## config.mk

```make
export PLATFORM = sky130hd
export DESIGN_NAME = bfx_front
export DESIGN_NICKNAME = d
export VERILOG_FILES = /design/src/sv/bfx_pkg.sv /design/src/sv/bfx_front.sv
export SDC_FILE = /design/constraint.sdc
export NUM_CORES = 1
export LEC_CHECK = 0
export CORE_UTILIZATION = 59
export CTS_CLUSTER_DIAMETER = 80
export CTS_CLUSTER_SIZE = 8
export DETAILED_ROUTE_END_ITERATION = 10
export DONT_BUFFER_PORTS = 1
export PLACE_DENSITY = 0.78
export SYNTH_ARGS = -nofsm -noshare
export SYNTH_HDL_FRONTEND = slang
export SYNTH_SLANG_ARGS = --single-unit
```

## constraint.sdc

```tcl
create_clock -name clk -period 3.15 [get_ports clk]
set_input_delay 0.1575 -clock clk [delete_from_list [all_inputs] [get_ports clk]]
set_output_delay 0.1575 -clock clk [all_outputs]
set_load 0.02 [all_outputs]
```

## src/sv/bfx_pkg.sv

```systemverilog
package bfx_pkg;

    localparam int DEF_FILTER_WORDS = 1024;
    localparam int DEF_MAX_PROBES   = 16;
    localparam int DEF_LENGTH_BITS  = 32;

    localparam int BIT_SIZE_W   = 17;
    localparam int HASH_COUNT_W = 5;
    localparam int CFG_DATA_W   = 17;
    localparam int CFG_INDEX_W  = 1;

    localparam logic [CFG_INDEX_W-1:0] REG_BIT_SIZE   = 1'd0;
    localparam logic [CFG_INDEX_W-1:0] REG_HASH_COUNT = 1'd1;

    localparam logic [BIT_SIZE_W-1:0]   BIT_SIZE_RESET   = 17'd65536;
    localparam logic [HASH_COUNT_W-1:0] HASH_COUNT_RESET = 5'd3;

    localparam logic [3:0] WORD_BYTES = 4'd8;

    localparam logic [63:0] PR1 = 64'h9E37_79B1_85EB_CA87;
    localparam logic [63:0] PR2 = 64'hC2B2_AE3D_27D4_EB4F;
    localparam logic [63:0] PR3 = 64'h1656_67B1_9E37_79F9;
    localparam logic [63:0] PR4 = 64'h85EB_CA77_C2B2_AE63;
    localparam logic [63:0] PR5 = 64'h27D4_EB2F_1656_67C5;

    typedef struct packed {
        logic        mode;
        logic [63:0] data;
        logic [3:0]  nbytes;
        logic        last;
    } word_t;

    typedef struct packed {
        logic        mode;
        logic [63:0] h1;
        logic [63:0] h2;
    } job_t;

    function automatic logic [63:0] rotl64(input logic [63:0] x, input int r);
        return (x << r) | (x >> (64 - r));
    endfunction

endpackage

```

## src/sv/bfx_front.sv

```systemverilog
module bfx_front (
    input  logic           clk,
    input  logic           rst_n,
    input  logic           accept,
    input  logic           mode,
    input  logic [63:0]    key_word,
    input  logic [3:0]     byte_count,
    input  logic           last_word,
    output logic           full,
    output logic           word_valid,
    input  logic           word_take,
    output bfx_pkg::word_t word
);
    import bfx_pkg::*;

    word_t      fifo_reg [2];
    logic       wr_ptr_reg, wr_ptr_next;
    logic       rd_ptr_reg, rd_ptr_next;
    logic [1:0] count_reg, count_next;
    word_t      entry;
    logic       take;

    // non-last words always count as full words
    always_comb
    begin
        entry.mode   = mode;
        entry.data   = key_word;
        entry.last   = last_word;
        entry.nbytes = WORD_BYTES;
        if (last_word && byte_count < WORD_BYTES)
        begin
            entry.nbytes = byte_count;
        end
    end

    assign take       = word_take && (count_reg != 2'd0);
    assign full       = (count_reg == 2'd2);
    assign word_valid = (count_reg != 2'd0);
    assign word       = fifo_reg[rd_ptr_reg];

    always_comb
    begin
        wr_ptr_next = wr_ptr_reg ^ accept;
        rd_ptr_next = rd_ptr_reg ^ take;
        count_next  = count_reg + {1'b0, accept} - {1'b0, take};
    end

    always_ff @(posedge clk or negedge rst_n)
    begin
        if (!rst_n)
        begin
            wr_ptr_reg <= 1'b0;
            rd_ptr_reg <= 1'b0;
            count_reg  <= 2'd0;
        end
        else
        begin
            wr_ptr_reg <= wr_ptr_next;
            rd_ptr_reg <= rd_ptr_next;
            count_reg  <= count_next;
        end
    end

    always_ff @(posedge clk)
    begin
        if (accept)
        begin
            fifo_reg[wr_ptr_reg] <= entry;
        end
    end

endmodule

```

==> out/metrics.cfg, run 1 <==
[status]
status = finished clean

[worst_setup_path]
r2r-start = wr_ptr_reg
worstSetupPathType = flop to output port
path_depth = 2
cp.buffers_inverters = 1
startpoint = rd_ptr_reg
slowest_delay_ps = 900
cpLargestDelayFamily = flip-flops
arrival_ps = 2170
crit_fanout = 38
critPathSlowestCell = dfrtp_4
end_kind = output port
critPathLaunchType = flop
crit_chain = buf_12 -> mux2_4
cp_data_required_time_ps = 2990
ff2ff_path_depth = 2

[clock_tree]
cts_resized = 0
cts_sinks = 144
numCtsBuffers = 17
post_cts.repair.setup_buffers = 0
clk_pin_slew_ps = 60
root_buffer = clkbuf_8
clk_latency_ps = 500
tritoncts = yes
h-tree-depth = 4
cts_buffer_depth = 2
hold_buffers = 74

[sta]
grt_setup_unrepaired = no
drv_slew = 0
fin_crit_ps = 2332
slew_headroom_pct = 34.73
timing.fmax_ghz = 0.4289
tightest_slew_ps = 979.1
setup_viol = 0
whs_ps = 307.2
finalCritPeriodShare_pct = 74.02
hold_viol_final = 0
fin_ws_ps = 818.4
setup_tns_ps = 0
clock_skew_ps = 5.369

[layout]
area_growth_pct = 23.95
largest_reg_flops = 140
drive_gt1_share_pct = 30.88
fillers = 514
layout_commonest_cell = edfxtp_1
multiInputGateArea_um2 = 1194
seqCellArea_um2 = 4308
layout_common_cells = edfxtp_1, dlygate4sd3_1, mux2_4
fin_cells = 469
antenna_cells = 0
nNetsFinal = 405

[power_and_ir_drop]
power_switching_mw = 2.069
pwr-share-seq_pct = 43.0
power.share.clock_pct = 28.2
intPower_mw = 4.450
power.density_nw_per_um2 = 932.2
netSwitchingFraction_pct = 31.74
combPwrFrac_pct = 28.8
power.leakage_nw = 2.580
finalPower_mw = 6.520
peakVddDrop_mv = 0.9677

[logic_synthesis]
synth_xor_xnor_area_share_pct = 0.4656
synth_cells = 241
synth_area_per_cell_um2 = 23.41
ys_ff_latch = 144
synth_compound_area_share_pct = 0.1330
synth_fa_ha_area_share_pct = 0.8869
synth_top_area_share_pct = 74.50
synth_top_family_by_area = multiplexers
synth.area.top_cells = edfxtp_1, mux2_4, buf_12
synth_mux_area_share_pct = 18.56
synth-simple-area-share_pct = 0.6652
ys_seq_area_share_pct = 76.27
syn-num-nets = 319
synthDistinctLibCells = 14
synth_area_um2 = 5643
yosysTopAreaCell = edfxtp_1
yosysWarnings = 0

[job]
maxCapViolCount = 0

[routing]
ant_nets = 0
totalWireLength_um = 9291
wl_per_cell_um = 19.81
drc = 0
first_iter_violations = 118
vias = 2437
drt-vias-per-instance = 5.196
drtPass1Iterations = 4

[placed_design]
place_inst = 363
preCtsSetupSlack_ps = 1342
port_buffers = 0
gp_congestion = 0.6453
hpwl_um = 4891

[floorplanning]
fp.dieW_um = 99.80
die_area_um2 = 9959
fp.dieH_um = 99.80
design.core.area_um2 = 9240
ios = 146
rows = 35
start_util_pct = 61.07

[min_path]
hold_depth = 1
hp-start = key_word[29]
hold_path.class = input pin to flop

[grt]
grt.total_usage_pct = 19.38
use_met3_pct = 7.660
grt_start_max_net_pins = 71
grt_pass1_wl_um = 13770
use_met1_pct = 21.94
grt_pass1_vias = 2638
grt_most_used_layer = met2
antenna_found_initial = 0
grtUsageMet2_pct = 32.94
globalRouteOverflowTotal = 0

## final cells by class
| type | count | share of cell area (%) |
|---|---|---|
| Clock buffer | 19 | 6.029 |
| Clock inverter | 13 | 1.860 |
| Tap cell | 129 | 2.308 |
| Multi-Input combinational cell | 84 | 17.07 |
| Inverter | 5 | 0.2683 |
| Timing Repair Buffer | 75 | 10.88 |
| Sequential cell | 144 | 61.59 |
## worst paths after layout
path / end / slack [ps]
max in group asynchronous: rd_ptr_reg / 2490
max reg2reg: fifo_reg[0][5] / 1460
min in group asynchronous: wr_ptr_reg / 460
min: fifo_reg[0][34] / 310
min reg2reg: count_reg[1] / 510
max: word[12] / 820
## metrics by stage
step	utilization (%)	cell area [um2]
floorplan	-	5643
global placement	61.71	5702
detailed placement	61.71	5702
CTS	75.69	6994
global route	75.69	6994
finish	75.69	6994
## Yosys cell counts
cell type  instances
edfxtp_1         140
mux2_4            69
buf_12             7
inv_1              5
dfrtp_1            4
ha_1               4
and2_1             3
nor2b_1            2
xnor2_1            2
buf_6              1
mux2_2             1
o21a_1             1
or2_2              1
xor2_1             1
## cell families (layout without fill, tap and decap cells)
kind of cell             Yosys count  count (layout)
multiplexers                      70              70
buffers and inverters             13             112
AO/OA/AOI/OAI                      1               1
adder cells (fa/ha/maj)            4               4
XOR/XNOR                           3               3
flip-flops                       144             144
AND/OR/NAND/NOR                    6               6
## power by group through the flow
stage               Clock [mW]  Combinational, mW  Sequential, mW
detailed placement           0               1.80            2.84
CTS                       1.86               1.89            2.80
finish                    1.84               1.88            2.80
global route              1.94               1.97            2.84
floorplan                    0               1.89            2.68
global placement             0               1.78            2.81
## metal layers
metal / share of wire [%] / wire length, um
met1: 39 / 3612
met3: 7.3 / 676
met2: 52 / 4830
met4: 1.8 / 171
met5: 0 / 0
Power figures use the tool's default switching activity.
==> run 2, diff against run 1 <==
- CORE_UTILIZATION: 59 -> 56
- PLACE_DENSITY: 0.78 -> 0.77
- clock period: 3.15 -> 1.9 ns (I/O delays scaled with it)
==> run 2 against run 1 <==
Via count increased by 1.8%. Clock power increased by 54%. Global-route usage decreased by 2.0 points. Register-to-register slack worse by 1000 ps. Die area grew 5.2%. Cell area rose by 1.0%. First-iteration DRC count is 49% lower.
==> out/metrics.cfg, run 2 (synthesis results as in run 1) <==
[status]
status = finished clean

[layout]
final_util_pct = 72.29
drive_gt1_share_pct = 30.64
layout_commonest_cell = edfxtp_1
fillers = 579
layout_common_cells = edfxtp_1, dlygate4sd3_1, mux2_4
largest_reg_flops = 140
antenna_cells = 0
nNetsFinal = 411
area_growth_pct = 25.21

[power_and_ir_drop]
power_switching_mw = 3.275
power.density_nw_per_um2 = 1519
power.leakage_nw = 2.627
finalPower_mw = 10.73
peakVddDrop_mv = 0.8598
power.share.clock_pct = 26.5
netSwitchingFraction_pct = 30.52
pwr-share-seq_pct = 41.2
intPower_mw = 7.457
combPwrFrac_pct = 32.4

[clock_tree]
cts_sinks = 144
h-tree-depth = 4
cts_resized = 0
cts_buffer_depth = 2
tritoncts = yes
clk_pin_slew_ps = 60
numCtsBuffers = 17
root_buffer = clkbuf_8
clk_latency_ps = 510

[sta]
finalCritPeriodShare_pct = 91.05
clock_skew_ps = 11.74
whs_ps = 106.7
setup_viol = 0
tightest_slew_ps = 451.8
setup_tns_ps = 0
timing.fmax_ghz = 0.5781
hold_viol_final = 0
drv_slew = 0
grt_setup_unrepaired = no
fin_crit_ps = 1730
slew_headroom_pct = 69.88

[floorplanning]
start_util_pct = 57.73
die_area_um2 = 10480
fp.dieH_um = 102.4
fp.dieW_um = 102.4
design.core.area_um2 = 9774
rows = 36
ios = 146

[worst_setup_path]
slowest_delay_ps = 480
cpLargestDelayFamily = flip-flops
r2r-end = count_reg[1]
cp_data_required_time_ps = 1800
crit_fanout = 31
arrival_ps = 1630
critPathSlowestCell = dfrtp_4
ff2ff_path_depth = 6
worstSetupPathType = flop to output port
r2r-start = count_reg[1]
r2r_setup_slack_ps = 430
crit_chain = buf_12 -> mux2_4
cp.buffers_inverters = 1
critPathLaunchType = flop
end_kind = output port

[routing]
vias = 2481
totalWireLength_um = 8853
first_iter_violations = 60
drt-vias-per-instance = 5.180
ant_nets = 0
drc = 0
drtPass1Iterations = 4
wl_per_cell_um = 18.48

[grt]
grt.total_usage_pct = 17.37
globalRouteOverflowTotal = 0
grt_pass1_wl_um = 12610
antenna_found_initial = 0
grt_pass1_vias = 2536
grt_start_max_net_pins = 38

[placed_design]
gp_congestion = 0.6904
hpwl_um = 5138
port_buffers = 0

[min_path]
hold_path.class = input pin to flop
hold_path_end = fifo_reg[1][25]
hp-start = accept
hold_depth = 2

[job]
maxCapViolCount = 0

## run 2: cell count changes in the layout (fill, tap and decap cells not counted), sizes merged
cell | before | now
clkinvlp | 6 | 2
clkinv | 1 | 5
inv | 10 | 5
buf | 1 | 7
clkbuf | 19 | 24
## run 2: worst max-delay path by stage
stage	cells past startpoint	endpoint	from	slack [ps]
3_5_place_dp	6	count_reg[1]	count_reg[1]	430
2_1_floorplan	2	fifo_reg[0][0]	wr_ptr_reg	100
5_1_grt	2	word[16]	rd_ptr_reg	110
3_3_place_gp	6	count_reg[1]	count_reg[1]	450
4_1_cts	2	word[16]	rd_ptr_reg	140
6_report	2	word[17]	rd_ptr_reg	170
## run 2: cell type report
type / instances / area [um2] / share of cell area, %
repair buffers: 81 / 868.3 / 12.29
inverters: 5 / 18.77 / 0.2656
flip-flops and latches: 144 / 4308 / 60.97
multi-input cells: 84 / 1194 / 16.89
well taps: 133 / 166.4 / 2.355
clock buffers: 24 / 440.4 / 6.233
clock inverters: 8 / 70.07 / 0.9917
## run 2: through the flow
stage / area, um2 / setup WS [ps] / instances
2_1_floorplan: 5648 / 104.5 / 241
3_3_place_gp: 5794 / 448.2 / 372
3_5_place_dp: 5794 / 427.4 / 372
4_1_cts: 7066 / 136.4 / 479
5_1_grt: 7066 / 107.8 / 479
6_report: 7066 / 170.1 / 479
## run 2: routing by layer
layer | wire length, um | GRT usage (%) | vias to the layer above
met2 | 4756 | 30.92 | 101
met4 | 119 | 8.242 | 0
li1 | - | - | 1131
met1 | 3212 | 17.15 | 1240
met3 | 764 | 7.866 | 9
met5 | 0 | 0 | -
## run 2: what timing repair did
action / in CTS / in global routing
endpoints found under the setup margin: 56 / 0
setup buffers: 1 / 0
hold buffers: 74 / 0
endpoints found under the hold margin: 148 / 0
## run 2: power by group through the flow
| stage | clock network [mW] | registers (mW) | logic (mW) |
|---|---|---|---|
| final | 2.84 | 4.42 | 3.47 |
| after floorplan | 0 | 4.41 | 3.13 |
| after global routing | 3.05 | 4.47 | 3.68 |
| after CTS | 2.90 | 4.43 | 3.53 |
| after global placement | 0 | 4.52 | 3.23 |
| after detailed placement | 0 | 4.56 | 3.25 |
==> run 3, diff against run 2 <==
- CORE_ASPECT_RATIO: default -> 1.4
- CORE_MARGIN: default -> 2
==> run 3 against run 2 <==
Combinational power hardly changed. Fmax is 4.4% higher. Global-route usage shrank 0.25 points. Sequential power about the same. Total power is 6.1% higher. Highest routed layer unchanged.
==> out/metrics.cfg, run 3 (synthesis results as in run 1) <==
[status]
status = finished clean

[clock_tree]
h-tree-depth = 4
clk_pin_slew_ps = 50
cts_buffer_depth = 2
cts_resized = 0
numCtsBuffers = 17
root_buffer = clkbuf_16
cts_sinks = 144
clk_latency_ps = 400
tritoncts = yes

[sta]
slew_headroom_pct = 71.66
setup_tns_ps = 0
clock_skew_ps = 5.009
tightest_slew_ps = 424.2
timing.fmax_ghz = 0.6037
fin_crit_ps = 1657
grt_setup_unrepaired = no
whs_ps = 17.47
fin_ws_ps = 243.4
finalCritPeriodShare_pct = 87.19
hold_viol_final = 0
drv_slew = 0
setup_viol = 0

[grt]
grt_pass1_wl_um = 13220
grt_start_max_net_pins = 39
grt_pass1_vias = 2589
antenna_found_initial = 1
grt.total_usage_pct = 17.11
globalRouteOverflowTotal = 0

[job]
maxCapViolCount = 0

[min_path]
hold_depth = 2
hp-start = last_word
hold_path.class = input pin to flop

[placed_design]
hpwl_um = 5597
place_area_um2 = 5794
port_buffers = 0
gp_congestion = 0.7544
preCtsSetupSlack_ps = 340.2
place_inst = 377

[layout]
nNetsFinal = 416
layout_commonest_cell = edfxtp_1
layout_common_cells = edfxtp_1, dlygate4sd3_1, mux2_4
final_util_pct = 72.98
drive_gt1_share_pct = 32.29
fillers = 565
final_area_um2 = 7186
area_growth_pct = 27.34
fin_cells = 486
largest_reg_flops = 140

[worst_setup_path]
ff2ff_path_depth = 6
cp_data_required_time_ps = 1800
r2r-start = count_reg[1]
crit_fanout = 32
end_kind = output port
critPathLaunchType = flop
startpoint = rd_ptr_reg
arrival_ps = 1560
r2r_setup_slack_ps = 340
worstSetupPathType = flop to output port

[floorplanning]
start_util_pct = 57.31
die_area_um2 = 10910
fp.dieW_um = 88.84
rows = 43
ios = 146
design.core.area_um2 = 9846
fp.dieH_um = 122.8

[routing]
drc = 0
wl_per_cell_um = 18.94
drt-vias-per-instance = 5.115
first_iter_violations = 98
drtPass1Iterations = 4
ant_nets = 0
totalWireLength_um = 9203
vias = 2486

[power_and_ir_drop]
power.leakage_nw = 2.694
finalPower_mw = 11.38
power.density_nw_per_um2 = 1584
peakVddDrop_mv = 1.063

run 3: cell count changes in the layout (fill, tap and decap cells not counted), moves of 2 or more:
cell,change
clkinv_4,+2
bufinv_16,+4
buf_4,+8
clkbuf_1,-4
buf_12,-3
clkinv_2,-3
run 3: metal layers:
layer / vias up / global-route usage [%] / routed length (um)
met5: - / 0 / 0
met4: 0 / 10.23 / 276
met3: 19 / 6.052 / 562
met2: 93 / 29.06 / 5107
met1: 1236 / 17.81 / 3257
li1: 1138 / - / -
run 3: final timing paths:
kind / to
hold / removal: fifo_reg[1][4]
setup / recovery: word[55]
hold reg to reg: count_reg[1]
min in group asynchronous: rd_ptr_reg
setup reg to reg: count_reg[1]
max in group asynchronous: rd_ptr_reg
run 3: final cells by class:
type	count	area, um2	share of cell area [%]
multi-input cells	84	1194	16.61
well taps	135	168.9	2.351
inverters	5	18.77	0.2612
flip-flops and latches	144	4308	59.95
clock buffers	20	436.7	6.077
repair buffers	86	868.3	12.08
diodes	1	2.502	0.03483
clock inverters	11	188.9	2.629
run 3: repair_timing:
action | CTS | global route
buffers inserted | 3 | 0
setup endpoints to repair | 3 | 0
hold endpoints to repair | 147 | 0
hold buffers | 74 | 0
run 3: power by group:
group	switching [mW]	internal (mW)
Clock	1.16	2.32
Sequential	0.192	4.23
Combinational	1.98	1.50
run 3: critical path, stage by stage (launching register included):
cell and delay [ps]:
dfrtp_4 480, buf_12 250, mux2_4 380
